[config.mk]
export PLATFORM = sky130hd
export DESIGN_NAME = waveform_downscale_pool
export DESIGN_NICKNAME = d
export VERILOG_FILES = /design/src/wdp_pkg.sv /design/src/wdp_div.sv /design/src/wdp_datapath.sv /design/src/wdp_ctrl.sv /design/src/waveform_downscale_pool.sv
export SDC_FILE = /design/constraint.sdc
export NUM_CORES = 2
export LEC_CHECK = 0
export BUFFER_PORTS_ARGS = -buffer_cell sky130_fd_sc_hd__buf_2
export CORE_MARGIN = 4
export CORE_UTILIZATION = 67
export DETAILED_ROUTE_END_ITERATION = 16
export PLACE_DENSITY = 0.84
export SYNTH_ARGS = -nofsm -noshare
export SYNTH_HDL_FRONTEND = slang
export SYNTH_HIERARCHICAL = 1
export SYNTH_SLANG_ARGS = --single-unit
[constraint.sdc]
create_clock -name clk -period 9.3 [get_ports clk]
set_input_delay 1.86 -clock clk [delete_from_list [all_inputs] [get_ports clk]]
set_output_delay 1.86 -clock clk [all_outputs]
set_load 0.02 [all_outputs]
[src/wdp_pkg.sv]
// ----------------------------------------------------------------------------
// wdp_pkg: shared definitions for the waveform downscale pool
// Widths, fixed-point constants, register indexes, mode codes and the
// command/status bundles that join the controller to the datapath.
// ----------------------------------------------------------------------------
package wdp_pkg;

    // Field and storage widths.
    localparam int SAMPLE_W    = 16;
    localparam int FACTOR_W    = 16;
    localparam int CORR_SHIFT  = 10;
    localparam int CORR_PROD_W = SAMPLE_W + FACTOR_W + 1;
    localparam int CORR_W      = 24;
    localparam int SUM_W       = 32;
    localparam int CFG_DATA_W  = 16;
    localparam int CFG_IDX_W   = 3;
    localparam int MEAN_W      = SUM_W + CFG_DATA_W + 1;
    localparam int PRE_W       = 33;
    localparam int VAL_W       = 17;
    localparam int CAL_W       = VAL_W + CFG_DATA_W + 1;
    localparam int DIV_W       = 26;
    localparam int DVSR_W      = 4;
    localparam int POS_W       = 8;
    localparam int WIN_W       = 13;
    localparam int SCNT_W      = 20;
    localparam int OUT_W       = 16;
    localparam int INV_SHIFT   = 16;

    // Saturation limits of the counters.
    localparam int WINDOW_LIMIT = (1 << WIN_W) - 1;
    localparam int SAMPLE_LIMIT = (1 << SCNT_W) - 1;

    // Clamp range in Q.8, rounding terms and the final divisor of ten.
    localparam int CLAMP_LOW     = -12800;
    localparam int CLAMP_HIGH    = 38400;
    localparam int CAL_ROUND     = 20480;
    localparam int CAL_SHIFT     = 12;
    localparam int UNCAL_ROUND   = 5;
    localparam int FINAL_DIVISOR = 10;
    localparam int OUT_MAX       = 32767;
    localparam int OUT_MIN       = -32768;

    // Division by 1, 2, 3 or 10 is a multiply by ceil(2^28 / d) and a shift.
    // The dividend is first raised by d * 2^21 so that it is positive and
    // below 2^25, where the reciprocal gives the exact floor.
    localparam int RECIP_SHIFT = 28;
    localparam int RECIP_W     = RECIP_SHIFT + 1;
    localparam int RECIP_BY_1  = 1 << RECIP_SHIFT;
    localparam int RECIP_BY_2  = 1 << (RECIP_SHIFT - 1);
    localparam int RECIP_BY_3  = 89478486;
    localparam int RECIP_BY_10 = 26843546;
    localparam int BIAS_SHIFT  = 21;

    typedef logic [1:0] mode_t;
    localparam mode_t MODE_MAX           = 2'd0;
    localparam mode_t MODE_MAX_NEIGHBOUR = 2'd1;
    localparam mode_t MODE_MEAN          = 2'd2;
    localparam mode_t MODE_COPY          = 2'd3;

    typedef enum logic [CFG_IDX_W-1:0] {
        CFG_MODE          = 3'd0,
        CFG_WINDOW_LENGTH = 3'd1,
        CFG_WINDOW_INV    = 3'd2,
        CFG_WINDOWS       = 3'd3,
        CFG_CAL_ENABLE    = 3'd4,
        CFG_CAL_GAIN      = 3'd5
    } cfg_index_t;

    typedef enum logic {
        DIV_SRC_AVERAGE,
        DIV_SRC_SCALE
    } div_src_t;

    typedef struct packed {
        logic     load_in;
        logic     mul;
        logic     take_right;
        logic     calc_pre;
        logic     div_start;
        div_src_t div_src;
        logic     pre_from_div;
        logic     clamp;
        logic     scale;
        logic     window_upd;
        logic     out_load;
        logic     out_last;
        logic     finish;
    } dp_cmd_t;

    typedef struct packed {
        mode_t mode;
        logic  awaiting;
        logic  emit_copy;
        logic  emit_first;
        logic  window_end;
        logic  take_best;
        logic  window_ok;
        logic  last;
        logic  div_done;
        logic  div_busy;
        logic  out_free;
    } dp_status_t;

endpackage

[src/wdp_div.sv]
// ----------------------------------------------------------------------------
// wdp_div: reciprocal floor divider
// Divides a signed value by one of the small divisors in use (1, 2, 3 or 10)
// with a reciprocal multiply, rounding toward minus infinity.
// ----------------------------------------------------------------------------
module wdp_div (
    input  logic                                  clk,
    input  logic                                  rst_n,
    input  logic                                  start,
    input  logic signed [wdp_pkg::DIV_W-1:0]      dividend,
    input  logic        [wdp_pkg::DVSR_W-1:0]     divisor,
    output logic                                  busy,
    output logic                                  done,
    output logic signed [wdp_pkg::DIV_W-1:0]      quotient
);

    localparam int PROD_W = wdp_pkg::DIV_W + wdp_pkg::RECIP_W;

    logic                          busy_reg;
    logic                          done_reg;
    logic [wdp_pkg::DIV_W-1:0]     num_reg;
    logic [wdp_pkg::RECIP_W-1:0]   recip_reg;
    logic [wdp_pkg::DIV_W-1:0]     quot_reg;

    logic [wdp_pkg::DIV_W-1:0]     offset;
    logic [wdp_pkg::DIV_W-1:0]     num_next;
    logic [wdp_pkg::RECIP_W-1:0]   recip;
    logic [PROD_W-1:0]             prod;

    always_comb
    begin
        case (divisor)
            wdp_pkg::DVSR_W'(2):
                recip = wdp_pkg::RECIP_W'(wdp_pkg::RECIP_BY_2);
            wdp_pkg::DVSR_W'(3):
                recip = wdp_pkg::RECIP_W'(wdp_pkg::RECIP_BY_3);
            wdp_pkg::DVSR_W'(wdp_pkg::FINAL_DIVISOR):
                recip = wdp_pkg::RECIP_W'(wdp_pkg::RECIP_BY_10);
            default:
                recip = wdp_pkg::RECIP_W'(wdp_pkg::RECIP_BY_1);
        endcase
    end

    // Raising the dividend by divisor * 2^21 keeps it positive; the bias
    // comes off the quotient again as a plain 2^21.
    assign offset   = wdp_pkg::DIV_W'(divisor) << wdp_pkg::BIAS_SHIFT;
    assign num_next = $unsigned(dividend) + offset;
    assign prod     = PROD_W'(num_reg) * PROD_W'(recip_reg);

    always_ff @(posedge clk or negedge rst_n)
    begin
        if (!rst_n)
        begin
            busy_reg <= 1'b0;
            done_reg <= 1'b0;
        end
        else
        begin
            done_reg <= 1'b0;
            if (start)
            begin
                busy_reg <= 1'b1;
            end
            else if (busy_reg)
            begin
                busy_reg <= 1'b0;
                done_reg <= 1'b1;
            end
        end
    end

    always_ff @(posedge clk)
    begin
        if (start)
        begin
            num_reg   <= num_next;
            recip_reg <= recip;
        end
        else if (busy_reg)
        begin
            quot_reg <= prod[wdp_pkg::RECIP_SHIFT +: wdp_pkg::DIV_W];
        end
    end

    assign busy     = busy_reg;
    assign done     = done_reg;
    assign quotient = $signed(quot_reg - wdp_pkg::DIV_W'(1 << wdp_pkg::BIAS_SHIFT));

    a_start_idle: assert property (@(posedge clk) disable iff (!rst_n)
        start |-> !busy_reg)
        else $error("divider restarted while busy");

    a_done_after_run: assert property (@(posedge clk) disable iff (!rst_n)
        done_reg |-> ($past(busy_reg) && !busy_reg))
        else $error("divider done without a run");

endmodule

[src/wdp_datapath.sv]
// ----------------------------------------------------------------------------
// wdp_datapath: pooling datapath
// Holds the configuration registers, the per-waveform pooling state, the
// scaling registers, the shared divider and the output register.
// ----------------------------------------------------------------------------
module wdp_datapath (
    input  logic                                  clk,
    input  logic                                  rst_n,
    input  logic                                  cfg_we,
    input  logic [wdp_pkg::CFG_IDX_W-1:0]         cfg_index,
    input  logic [wdp_pkg::CFG_DATA_W-1:0]        cfg_data,
    input  logic signed [wdp_pkg::SAMPLE_W-1:0]   sample,
    input  logic [wdp_pkg::FACTOR_W-1:0]          correction_factor,
    input  logic                                  last_sample,
    input  wdp_pkg::dp_cmd_t                      cmd,
    output wdp_pkg::dp_status_t                   status,
    input  logic                                  out_ready,
    output logic                                  out_valid,
    output logic [wdp_pkg::OUT_W-1:0]             out_value,
    output logic                                  out_last
);

    // Configuration registers.
    wdp_pkg::mode_t                     mode_reg;
    logic [wdp_pkg::POS_W-1:0]          win_len_reg;
    logic [wdp_pkg::CFG_DATA_W-1:0]     win_inv_reg;
    logic [wdp_pkg::WIN_W-1:0]          wpw_reg;
    logic                               cal_en_reg;
    logic [wdp_pkg::CFG_DATA_W-1:0]     cal_gain_reg;

    // Current item.
    logic signed [wdp_pkg::SAMPLE_W-1:0] sample_reg;
    logic [wdp_pkg::FACTOR_W-1:0]        factor_reg;
    logic                                last_reg;
    logic signed [wdp_pkg::CORR_W-1:0]   c_reg;

    // Pooling state.
    logic signed [wdp_pkg::CORR_W-1:0]   best_reg;
    logic signed [wdp_pkg::SUM_W-1:0]    sum_reg;
    logic signed [wdp_pkg::CORR_W-1:0]   left_reg;
    logic signed [wdp_pkg::CORR_W-1:0]   prev_reg;
    logic [1:0]                          cnt_reg;
    logic [wdp_pkg::POS_W-1:0]           pos_reg;
    logic [wdp_pkg::WIN_W-1:0]           win_cnt_reg;
    logic                                await_reg;
    logic [wdp_pkg::SCNT_W-1:0]          smp_cnt_reg;

    // Result chain.
    logic signed [wdp_pkg::PRE_W-1:0]    pre_reg;
    logic signed [wdp_pkg::VAL_W-1:0]    v_reg;
    logic signed [wdp_pkg::DIV_W-1:0]    x_reg;

    logic                                out_valid_reg;
    logic [wdp_pkg::OUT_W-1:0]           out_value_reg;
    logic                                out_last_reg;

    logic signed [wdp_pkg::CORR_PROD_W-1:0] corr_prod;
    logic signed [wdp_pkg::MEAN_W-1:0]      mean_prod;
    logic signed [wdp_pkg::CAL_W-1:0]       cal_prod;
    logic signed [wdp_pkg::CAL_W-1:0]       cal_sum;
    logic signed [wdp_pkg::DIV_W-1:0]       avg_sum;
    logic [wdp_pkg::POS_W-1:0]              len_eff;
    logic                                   window_end;
    logic                                   take_best;
    logic                                   is_copy;

    logic                                   div_start;
    logic signed [wdp_pkg::DIV_W-1:0]       div_dividend;
    logic [wdp_pkg::DVSR_W-1:0]             div_divisor;
    logic                                   div_busy;
    logic                                   div_done;
    logic signed [wdp_pkg::DIV_W-1:0]       div_quotient;
    logic [wdp_pkg::OUT_W-1:0]              sat_value;

    assign corr_prod = sample_reg * $signed({1'b0, factor_reg});
    assign mean_prod = sum_reg * $signed({1'b0, win_inv_reg});
    assign cal_prod  = v_reg * $signed({1'b0, cal_gain_reg});
    assign cal_sum   = cal_prod + wdp_pkg::CAL_W'(wdp_pkg::CAL_ROUND);
    assign avg_sum   = wdp_pkg::DIV_W'(best_reg) + wdp_pkg::DIV_W'(left_reg);
    assign is_copy   = (mode_reg == wdp_pkg::MODE_COPY);

    // A zero window length behaves as a length of one.
    assign len_eff    = (win_len_reg == '0) ? wdp_pkg::POS_W'(1) : win_len_reg;
    assign window_end = (({1'b0, pos_reg} + (wdp_pkg::POS_W+1)'(1)) >= {1'b0, len_eff});
    assign take_best  = (pos_reg == '0) || (c_reg > best_reg);

    always_comb
    begin
        status            = '0;
        status.mode       = mode_reg;
        status.awaiting   = await_reg;
        status.emit_copy  = (smp_cnt_reg < wdp_pkg::SCNT_W'(wpw_reg));
        status.emit_first = (pos_reg == '0) && (win_cnt_reg != '0)
                            && ((win_cnt_reg - wdp_pkg::WIN_W'(1)) < wpw_reg);
        status.window_end = window_end;
        status.take_best  = take_best;
        status.window_ok  = (win_cnt_reg < wpw_reg);
        status.last       = last_reg;
        status.div_done   = div_done;
        status.div_busy   = div_busy;
        status.out_free   = !out_valid_reg || out_ready;
    end

    // Configuration writes.
    always_ff @(posedge clk or negedge rst_n)
    begin
        if (!rst_n)
        begin
            mode_reg     <= wdp_pkg::MODE_MAX;
            win_len_reg  <= wdp_pkg::POS_W'(10);
            win_inv_reg  <= wdp_pkg::CFG_DATA_W'(6554);
            wpw_reg      <= wdp_pkg::WIN_W'(600);
            cal_en_reg   <= 1'b0;
            cal_gain_reg <= wdp_pkg::CFG_DATA_W'(4096);
        end
        else if (cfg_we)
        begin
            unique case (wdp_pkg::cfg_index_t'(cfg_index))
                wdp_pkg::CFG_MODE:          mode_reg     <= cfg_data[1:0];
                wdp_pkg::CFG_WINDOW_LENGTH: win_len_reg  <= cfg_data[wdp_pkg::POS_W-1:0];
                wdp_pkg::CFG_WINDOW_INV:    win_inv_reg  <= cfg_data;
                wdp_pkg::CFG_WINDOWS:       wpw_reg      <= cfg_data[wdp_pkg::WIN_W-1:0];
                wdp_pkg::CFG_CAL_ENABLE:    cal_en_reg   <= cfg_data[0];
                wdp_pkg::CFG_CAL_GAIN:      cal_gain_reg <= cfg_data;
                default:                    ;
            endcase
        end
    end

    // Pooling state. Later commands never share a cycle with earlier ones.
    always_ff @(posedge clk or negedge rst_n)
    begin
        if (!rst_n)
        begin
            best_reg    <= '0;
            sum_reg     <= '0;
            left_reg    <= '0;
            prev_reg    <= '0;
            cnt_reg     <= 2'd1;
            pos_reg     <= '0;
            win_cnt_reg <= '0;
            await_reg   <= 1'b0;
            smp_cnt_reg <= '0;
        end
        else
        begin
            if (cmd.take_right)
            begin
                left_reg  <= left_reg + c_reg;
                cnt_reg   <= cnt_reg + 2'd1;
                await_reg <= 1'b0;
            end
            if (cmd.window_upd)
            begin
                if (pos_reg == '0)
                begin
                    sum_reg <= wdp_pkg::SUM_W'(c_reg);
                end
                else
                begin
                    sum_reg <= sum_reg + wdp_pkg::SUM_W'(c_reg);
                end
                if (take_best)
                begin
                    best_reg <= c_reg;
                    // The first sample of a waveform has no left neighbour.
                    if (smp_cnt_reg != '0)
                    begin
                        left_reg <= prev_reg;
                        cnt_reg  <= 2'd2;
                    end
                    else
                    begin
                        left_reg <= '0;
                        cnt_reg  <= 2'd1;
                    end
                end
                if (window_end)
                begin
                    pos_reg <= '0;
                    if (win_cnt_reg != wdp_pkg::WIN_W'(wdp_pkg::WINDOW_LIMIT))
                    begin
                        win_cnt_reg <= win_cnt_reg + wdp_pkg::WIN_W'(1);
                    end
                end
                else
                begin
                    pos_reg <= pos_reg + wdp_pkg::POS_W'(1);
                end
                await_reg <= (mode_reg == wdp_pkg::MODE_MAX_NEIGHBOUR) && take_best;
            end
            if (cmd.finish)
            begin
                if (last_reg)
                begin
                    best_reg    <= '0;
                    sum_reg     <= '0;
                    left_reg    <= '0;
                    prev_reg    <= '0;
                    cnt_reg     <= 2'd1;
                    pos_reg     <= '0;
                    win_cnt_reg <= '0;
                    await_reg   <= 1'b0;
                    smp_cnt_reg <= '0;
                end
                else
                begin
                    prev_reg <= c_reg;
                    if (smp_cnt_reg != wdp_pkg::SCNT_W'(wdp_pkg::SAMPLE_LIMIT))
                    begin
                        smp_cnt_reg <= smp_cnt_reg + wdp_pkg::SCNT_W'(1);
                    end
                    if (is_copy)
                    begin
                        await_reg <= 1'b0;
                    end
                end
            end
        end
    end

    // Item and result chain registers.
    always_ff @(posedge clk)
    begin
        if (cmd.load_in)
        begin
            sample_reg <= sample;
            factor_reg <= correction_factor;
            last_reg   <= last_sample;
        end
        if (cmd.mul)
        begin
            c_reg <= wdp_pkg::CORR_W'(corr_prod >>> wdp_pkg::CORR_SHIFT);
        end
        if (cmd.calc_pre)
        begin
            if (mode_reg == wdp_pkg::MODE_MEAN)
            begin
                pre_reg <= wdp_pkg::PRE_W'(mean_prod >>> wdp_pkg::INV_SHIFT);
            end
            else
            begin
                pre_reg <= wdp_pkg::PRE_W'(best_reg);
            end
        end
        else if (cmd.pre_from_div)
        begin
            pre_reg <= wdp_pkg::PRE_W'(div_quotient);
        end
        if (cmd.clamp)
        begin
            if (pre_reg < wdp_pkg::PRE_W'(wdp_pkg::CLAMP_LOW))
            begin
                v_reg <= wdp_pkg::VAL_W'(wdp_pkg::CLAMP_LOW);
            end
            else if (pre_reg > wdp_pkg::PRE_W'(wdp_pkg::CLAMP_HIGH))
            begin
                v_reg <= wdp_pkg::VAL_W'(wdp_pkg::CLAMP_HIGH);
            end
            else
            begin
                v_reg <= wdp_pkg::VAL_W'(pre_reg);
            end
        end
        if (cmd.scale)
        begin
            if (cal_en_reg)
            begin
                x_reg <= wdp_pkg::DIV_W'(cal_sum >>> wdp_pkg::CAL_SHIFT);
            end
            else
            begin
                x_reg <= wdp_pkg::DIV_W'(v_reg) + wdp_pkg::DIV_W'(wdp_pkg::UNCAL_ROUND);
            end
        end
        if (cmd.out_load)
        begin
            out_value_reg <= is_copy ? sample_reg : sat_value;
            out_last_reg  <= cmd.out_last;
        end
    end

    always_ff @(posedge clk or negedge rst_n)
    begin
        if (!rst_n)
        begin
            out_valid_reg <= 1'b0;
        end
        else if (cmd.out_load)
        begin
            out_valid_reg <= 1'b1;
        end
        else if (out_ready)
        begin
            out_valid_reg <= 1'b0;
        end
    end

    // The divider serves the neighbour average and the final division by ten.
    assign div_start    = cmd.div_start;
    assign div_dividend = (cmd.div_src == wdp_pkg::DIV_SRC_AVERAGE) ? avg_sum : x_reg;
    assign div_divisor  = (cmd.div_src == wdp_pkg::DIV_SRC_AVERAGE)
                          ? {2'b00, cnt_reg}
                          : wdp_pkg::DVSR_W'(wdp_pkg::FINAL_DIVISOR);

    wdp_div u_div (
        .clk      (clk),
        .rst_n    (rst_n),
        .start    (div_start),
        .dividend (div_dividend),
        .divisor  (div_divisor),
        .busy     (div_busy),
        .done     (div_done),
        .quotient (div_quotient)
    );

    always_comb
    begin
        if (div_quotient > wdp_pkg::DIV_W'(wdp_pkg::OUT_MAX))
        begin
            sat_value = wdp_pkg::OUT_W'(wdp_pkg::OUT_MAX);
        end
        else if (div_quotient < wdp_pkg::DIV_W'(wdp_pkg::OUT_MIN))
        begin
            sat_value = wdp_pkg::OUT_W'(wdp_pkg::OUT_MIN);
        end
        else
        begin
            sat_value = div_quotient[wdp_pkg::OUT_W-1:0];
        end
    end

    assign out_valid = out_valid_reg;
    assign out_value = out_value_reg;
    assign out_last  = out_last_reg;

    a_await_count: assert property (@(posedge clk) disable iff (!rst_n)
        await_reg |-> (cnt_reg != 2'd3))
        else $error("pending right neighbour with a full neighbour count");

    a_load_free: assert property (@(posedge clk) disable iff (!rst_n)
        cmd.out_load |-> (!out_valid_reg || out_ready))
        else $error("output register overwritten before its beat was taken");

endmodule

[src/wdp_ctrl.sv]
// ----------------------------------------------------------------------------
// wdp_ctrl: pooling controller
// Steps one sample through multiply, neighbour update, window update and up to
// two result computations, or a copy, and hands each to the output register.
// ----------------------------------------------------------------------------
module wdp_ctrl (
    input  logic                  clk,
    input  logic                  rst_n,
    input  logic                  in_valid,
    output logic                  in_ready,
    input  wdp_pkg::dp_status_t   status,
    output wdp_pkg::dp_cmd_t      cmd
);

    typedef enum logic [3:0] {
        ST_IDLE,
        ST_MUL,
        ST_DECIDE,
        ST_PRE,
        ST_DIV_A,
        ST_CLAMP,
        ST_SCALE,
        ST_DIV_B_GO,
        ST_DIV_B,
        ST_EMIT,
        ST_WINDOW,
        ST_FINISH
    } state_t;

    state_t state_reg;
    state_t state_next;
    logic   second_reg;
    logic   second_next;
    logic   emit2_reg;
    logic   emit2_next;
    logic   is_neighbour;

    assign is_neighbour = (status.mode == wdp_pkg::MODE_MAX_NEIGHBOUR);

    always_comb
    begin
        state_next  = state_reg;
        second_next = second_reg;
        emit2_next  = emit2_reg;
        cmd         = '0;
        in_ready    = 1'b0;
        unique case (state_reg)
            ST_IDLE:
            begin
                in_ready = 1'b1;
                if (in_valid)
                begin
                    cmd.load_in = 1'b1;
                    state_next  = ST_MUL;
                end
            end
            ST_MUL:
            begin
                cmd.mul    = 1'b1;
                state_next = ST_DECIDE;
            end
            ST_DECIDE:
            begin
                if (status.mode == wdp_pkg::MODE_COPY)
                begin
                    second_next = 1'b1;
                    emit2_next  = 1'b0;
                    state_next  = status.emit_copy ? ST_EMIT : ST_FINISH;
                end
                else
                begin
                    // The window-end result is held back in neighbour mode
                    // while the maximum still waits for its right neighbour.
                    emit2_next = status.window_end && status.window_ok
                                 && !(is_neighbour && status.take_best && !status.last);
                    state_next = ST_WINDOW;
                    if (is_neighbour && status.awaiting)
                    begin
                        cmd.take_right = 1'b1;
                        if (status.emit_first)
                        begin
                            second_next = 1'b0;
                            state_next  = ST_PRE;
                        end
                    end
                end
            end
            ST_PRE:
            begin
                if (is_neighbour)
                begin
                    cmd.div_start = 1'b1;
                    cmd.div_src   = wdp_pkg::DIV_SRC_AVERAGE;
                    state_next    = ST_DIV_A;
                end
                else
                begin
                    cmd.calc_pre = 1'b1;
                    state_next   = ST_CLAMP;
                end
            end
            ST_DIV_A:
            begin
                cmd.div_src = wdp_pkg::DIV_SRC_AVERAGE;
                if (status.div_done)
                begin
                    cmd.pre_from_div = 1'b1;
                    state_next       = ST_CLAMP;
                end
            end
            ST_CLAMP:
            begin
                cmd.clamp  = 1'b1;
                state_next = ST_SCALE;
            end
            ST_SCALE:
            begin
                cmd.scale  = 1'b1;
                state_next = ST_DIV_B_GO;
            end
            ST_DIV_B_GO:
            begin
                cmd.div_start = 1'b1;
                cmd.div_src   = wdp_pkg::DIV_SRC_SCALE;
                state_next    = ST_DIV_B;
            end
            ST_DIV_B:
            begin
                cmd.div_src = wdp_pkg::DIV_SRC_SCALE;
                if (status.div_done)
                begin
                    state_next = ST_EMIT;
                end
            end
            ST_EMIT:
            begin
                if (status.out_free)
                begin
                    cmd.out_load = 1'b1;
                    cmd.out_last = status.last && (second_reg || !emit2_reg);
                    state_next   = second_reg ? ST_FINISH : ST_WINDOW;
                end
            end
            ST_WINDOW:
            begin
                cmd.window_upd = 1'b1;
                if (emit2_reg)
                begin
                    second_next = 1'b1;
                    state_next  = ST_PRE;
                end
                else
                begin
                    state_next = ST_FINISH;
                end
            end
            ST_FINISH:
            begin
                cmd.finish = 1'b1;
                state_next = ST_IDLE;
            end
            default:
            begin
                state_next = ST_IDLE;
            end
        endcase
    end

    always_ff @(posedge clk or negedge rst_n)
    begin
        if (!rst_n)
        begin
            state_reg  <= ST_IDLE;
            second_reg <= 1'b0;
            emit2_reg  <= 1'b0;
        end
        else
        begin
            state_reg  <= state_next;
            second_reg <= second_next;
            emit2_reg  <= emit2_next;
        end
    end

    a_idle_div_quiet: assert property (@(posedge clk) disable iff (!rst_n)
        (state_reg == ST_IDLE) |-> !status.div_busy)
        else $error("divider still running between samples");

endmodule

[src/waveform_downscale_pool.sv]
// ----------------------------------------------------------------------------
// waveform_downscale_pool: decimating max / max-mean / mean pooling
// Corrects each waveform sample by its factor, pools the products per window
// and emits clamped, scaled Q8.8 window results, or copies the raw samples.
//
//   Port group    Dir   Payload
//   s_*           in    tdata: sample, correction_factor; tlast: last_sample
//   m_*           out   tdata: value; tlast: last_result
//   cfg_*         in    write enable, register index, write data
//
// A sample without a result passes the multiply, decide, window and finish
// steps; in copy mode a copied sample passes the emit step in place of the
// window step, a dropped sample neither. A window result adds the pre, clamp,
// scale and reciprocal divider steps, and in neighbour mode a divider run for
// the average; a neighbour-mode step may give two results. A stalled output holds
// the controller in its emit step once the output register is full. Reset clears
// configuration to its defaults and the pooling state; no clearing pass is needed.
// ----------------------------------------------------------------------------
module waveform_downscale_pool (
    input  logic                               clk,
    input  logic                               rst_n,
    input  logic                               s_tvalid,
    output logic                               s_tready,
    input  logic [31:0]                        s_tdata,   // [15:0] sample, [31:16] correction_factor
    input  logic                               s_tlast,
    output logic                               m_tvalid,
    input  logic                               m_tready,
    output logic [15:0]                        m_tdata,   // [15:0] value
    output logic                               m_tlast,
    input  logic                               cfg_we,
    input  logic [wdp_pkg::CFG_IDX_W-1:0]      cfg_index,
    input  logic [wdp_pkg::CFG_DATA_W-1:0]     cfg_data
);

    wdp_pkg::dp_cmd_t    cmd;
    wdp_pkg::dp_status_t status;

    wdp_ctrl u_ctrl (
        .clk      (clk),
        .rst_n    (rst_n),
        .in_valid (s_tvalid),
        .in_ready (s_tready),
        .status   (status),
        .cmd      (cmd)
    );

    wdp_datapath u_datapath (
        .clk               (clk),
        .rst_n             (rst_n),
        .cfg_we            (cfg_we),
        .cfg_index         (cfg_index),
        .cfg_data          (cfg_data),
        .sample            ($signed(s_tdata[15:0])),
        .correction_factor (s_tdata[31:16]),
        .last_sample       (s_tlast),
        .cmd               (cmd),
        .status            (status),
        .out_ready         (m_tready),
        .out_valid         (m_tvalid),
        .out_value         (m_tdata),
        .out_last          (m_tlast)
    );

endmodule

**Word-level counts from Yosys, hierarchy flattened**

Cells that the tools add are included.
W data, S select, Z words.

- Bits in registers: 443
- Latch bits: 0
- Memory bits (writable): 0
- Bits in read-only memories: 0
- Bits of input ports: 57
- Output and inout bits: 19
- Logic and storage cells: 222
- Memories kept: 0

- Add/sub/neg operators: 13
- $mul: 4
- Div/mod/pow operators: 0
- Magnitude comparators: 9
- Equal/unequal tests: 31
- Shifts and indexed selects: 0
- Muxes and demuxes: 92
- Bitwise operators: 1
- Reduce and logical (&&, ||, !) cells: 38

Operators by type and width:

| operator | count |
|---|---|
| $mux W24 | 11 |
| $mux W32 | 4 |
| $mux W33 | 3 |
| $pmux W29 S3 | 1 |
| $mux W13 | 5 |
| $mul A26 B29 Y54 | 1 |
| $mux W26 | 2 |
| $mul A32 B17 Y49 | 1 |
| $mux W16 | 3 |
| $pmux W4 S11 | 1 |
| $mux W20 | 2 |
| $mux W8 | 5 |
| $mux W4 | 9 |
| $add A34 B16 Y34 const B | 1 |
| $mul A17 B17 Y34 | 1 |
| $gt A33 B17 Y1 const B | 1 |
| $lt A33 B15 Y1 const B | 1 |
| $mul A16 B17 Y33 | 1 |
| $add A32 B23 Y32 | 1 |
| $mux W1 | 32 |
| $add A26 B25 Y26 | 1 |
| $gt A26 B16 Y1 const B | 1 |
| $lt A13 B13 Y1 | 2 |
| $lt A26 B16 Y1 const B | 1 |
| 44 further kinds | 97 |

**Depth between registers and ports, before layout**

- Word-level depth: 10
- Gate-level depth with buffers: 26
- Mapped depth without buffers: 25

**By module**

The synthesis kept the hierarchy.

By module, submodules not included:

| module | times used | cells an instance | area an instance (µm²) | seq. area each (µm²) |
|---|---|---|---|---|
| wdp_datapath | 1 | 6138 | 56295.2 | 9477.8 |
| wdp_div | 1 | 1473 | 14869.3 | 1761.7 |
| wdp_ctrl | 1 | 75 | 586.8 | 150.1 |

**Least setup slack after synthesis**

Ideal clock, no wire load.

- Kind: register to register
- Start: register u_datapath/sum_reg[31] in the netlist's numbering
- End: register u_datapath/pre_reg[32] in the netlist's numbering (data pin)
- Library setup time: 0.278 ns
- Data arrival time: 6.617 ns
- Slack: 2.405 ns
- Cell stages (with the launch flop): 23
- Clock period less this slack: 6.895 ns
- Path through: dfrtp_1 > clkbuf_1 > clkbuf_1 > nand2_1 > fa_1 > inv_1 > fa_1 > fa_1 > fa_1 > fa_1 > inv_1 > fa_1 > inv_1 > ha_1 > a21oi_1 > o21ai_0 > a21o_1 > a221o_1 > a21o_1 > a211oi_1 > a21oi_1 > xnor2_1 > o21ai_0

- Word-level cells in the longest chain between the ends: 3

RTL lines:

| what | line | source |
|---|---|---|
| start, declared | wdp_datapath.sv:39 | `logic signed [wdp_pkg::SUM_W-1:0] sum_reg;` |
| start signal, assigned | wdp_datapath.sv:157 | `sum_reg <= wdp_pkg::SUM_W'(c_reg);` |
| start signal, assigned | wdp_datapath.sv:161 | `sum_reg <= sum_reg + wdp_pkg::SUM_W'(c_reg);` |
| $mul A32 B17 Y49 | wdp_datapath.sv:76 | `assign mean_prod = sum_reg * $signed({1'b0, win_inv_reg});` |
| $mux W33 | wdp_datapath.sv:237 | `if (mode_reg == wdp_pkg::MODE_MEAN)` |
| $mux W33 | wdp_datapath.sv:235 | `if (cmd.calc_pre)` |
| end signal, assigned | wdp_datapath.sv:239 | `pre_reg <= wdp_pkg::PRE_W'(mean_prod >>> wdp_pkg::INV_SHIFT);` |
| end signal, assigned | wdp_datapath.sv:243 | `pre_reg <= wdp_pkg::PRE_W'(best_reg);` |
| end signal, assigned | wdp_datapath.sv:248 | `pre_reg <= wdp_pkg::PRE_W'(div_quotient);` |
| end, declared | wdp_datapath.sv:49 | `logic signed [wdp_pkg::PRE_W-1:0] pre_reg;` |

No other way between the ends.
A chain may end at the register's enable or synchronous reset.

**Worst setup path after layout**

- Start: register u_datapath/win_inv_reg[4] in the netlist's numbering
- End: register u_datapath/pre_reg[25] in the netlist's numbering (data pin)

- Word-level cells in the longest chain between the ends: 3

RTL lines:

| what | line | source |
|---|---|---|
| start, declared | wdp_datapath.sv:26 | `logic [wdp_pkg::CFG_DATA_W-1:0] win_inv_reg;` |
| start signal, assigned | wdp_datapath.sv:111 | `win_inv_reg <= wdp_pkg::CFG_DATA_W'(6554);` |
| start signal, assigned | wdp_datapath.sv:121 | `wdp_pkg::CFG_WINDOW_INV: win_inv_reg <= cfg_data;` |
| $mul A32 B17 Y49 | wdp_datapath.sv:76 |  |
| $mux W33 | wdp_datapath.sv:237 |  |
| $mux W33 | wdp_datapath.sv:235 |  |

No other way between the ends.

==> impl_metrics.py <==
metrics = {
    "floorplan": {
        "fp.coreArea_um2": 106000,
        "num_rows": 119,
        "die_w_um": 335,
        "die_y_um": 335,
        "die_area_um2": 112000,
        "start_util_pct": 67.8,
        "io-pin-count": 76,
    },
    "route": {
        "ant_nets": 0,
        "first_pass_iters": 6,
        "drt-wirelength-per-cell_um": 20.7,
        "wirelength_um": 187000,
        "drt_drc_violations_left": 0,
        "first_iter_violations": 4506,
        "num_vias": 53242,
        "via_per_inst": 5.91,
    },
    "timing": {
        "timing.final.max_slew_violations": 0,
        "fmax_ghz": 0.119,
        "fin_tns_setup_ps": 0,
        "finalHoldViolCount": 0,
        "finalClockSkew_ps": 35.3,
        "fin_crit_ps": 8430,
        "min_period_over_period_pct": 90.7,
        "maxSlewHeadroom_pct": 15.6,
        "rsz0062_at_grt": "false",
        "tightest_slew_ps": 1260,
        "finalSetupViolCount": 0,
    },
    "setup_path": {
        "r2r-end": "u_datapath/pre_reg[25]",
        "critPathLaunchType": "flip-flop",
        "rrSetupSlack_ps": 870,
        "ff2ff_path_depth": 24,
        "end_kind": "flip-flop",
        "slowest_delay_ps": 740,
        "crit_path_end": "u_datapath/pre_reg[25]",
        "cp.required_ps": 9620,
        "cp_slowest_cell": "o32ai_1",
        "rr_startpoint": "u_datapath/win_inv_reg[4]",
        "critPathKind": "flip-flop to flip-flop",
        "crit_start": "u_datapath/win_inv_reg[4]",
        "path_cells": "buf_4, and2_1, fa_1, inv_1, fa_1, fa_1, inv_1, fa_1, fa_1, inv_1, fa_1, inv_1, ha_1, o211ai_1, o21ai_0, nand2_1, o32ai_1, o2111ai_1, a311oi_1, o21ai_0, o21bai_1, a21oi_1, xor2_1, o21ai_0",
        "cp.arrival_ps": 8750,
        "path_common_cell": "fa_1",
        "crit_fanout": 22,
    },
    "clocking": {
        "cts.path.max_buffers": 3,
        "cts_root_buffer": "clkbuf_16",
        "cts_tree": "yes",
        "htreeDepth": 2,
        "clk_latency_ps": 630,
        "cts_buffers": 48,
        "cts_resized": 0,
        "postCtsSetupRepairBufs": 0,
        "clk_pin_slew_ps": 60,
        "cts_sinks": 414,
        "cts_hold_buf": 0,
    },
    "logic_synthesis": {
        "synthCells": 7685,
        "synth_area_um2": 71700,
        "yosysWarnings": 6,
        "avgSynthCellArea_um2": 9.34,
    },
    "final_layout": {
        "final_common_cell": "inv_1",
        "area_growth_pct": 4.23,
        "layout-drive-gt1-share_pct": 4.27,
        "fin_nets": 9593,
        "mostFrequentLayoutCells": "1736 x inv_1, 1258 x fa_1, 847 x nand2_1",
        "largest_reg_flops": 33,
    },
    "min_path": {
        "hold_path_class": "flip-flop to flip-flop",
    },
    "placed_design": {
        "io_buffers": 75,
        "dp_hpwl_um": 148000,
        "gp_congestion": 1.01,
    },
    "outcome": {
        "status": "complete, no violations",
    },
    "global_routing": {
        "grt_pass1_wl_um": 306000,
        "grt_overflow_total": 0,
        "antenna_found_initial": 5,
        "grt_max_degree": 89,
        "grtUsageTotal_pct": 34.5,
        "grt_pass1_vias": 57807,
    },
    "run": {
        "drv_cap": 0,
    },
}
through the flow:
step           instance area, um2  setup WS, ps  hold slack (ps)  instances  utilization, %
6_report                    74800           866              504       9004            70.6
5_1_grt                     74800           376              528       8999            70.6
4_1_cts                     74800           955              507       8998            70.6
3_5_place_dp                73100          1040              494       8909            69.1
3_3_place_gp                73100          1130              486       8909            69.1
2_1_floorplan               71700          2400              479       7686               -
cell type report:
type                    instances  area, um2
diodes                          6       15.0
clock buffers                  65       1350
clock inverters                24        284
fillers                      7548      31100
inverters                    1738       6520
multi-input cells            5226      52600
flip-flops and latches        414      11400
well taps                    1391       1740
repair buffers                140        873
routing by layer:
metal  global-route usage [%]  part of all wire, %
met5                        0                0.013
met4                     17.0                  5.9
met3                     8.03                   10
met2                     55.3                   46
met1                     44.7                   38
worst max-delay path, delay by kind of cell, from the launching register on:
kind / cells / cell delay [ps]
adder cells (fa/ha/maj): 7 / 3220
AO/OA/AOI/OAI: 9 / 3090
flip-flops: 1 / 660
buffers and inverters: 5 / 590
AND/OR/NAND/NOR: 2 / 410
XOR/XNOR: 1 / 150
worst min-delay path by stage:
stage	start	endpoint	slack [ps]	cells past startpoint
global placement	u_datapath/wpw_reg[12]	u_datapath/wpw_reg[12]	490	1
global route	u_datapath/wpw_reg[11]	u_datapath/wpw_reg[11]	530	1
finish	u_datapath/wpw_reg[11]	u_datapath/wpw_reg[11]	500	1
floorplan	u_datapath/wpw_reg[12]	u_datapath/wpw_reg[12]	480	1
CTS	u_datapath/wpw_reg[8]	u_datapath/wpw_reg[8]	510	1
detailed placement	u_datapath/wpw_reg[8]	u_datapath/wpw_reg[8]	490	1
Power is left out: the tool's default activity adds up to more than one toggle a clock period on the data nets, which glitch-free logic cannot reach.
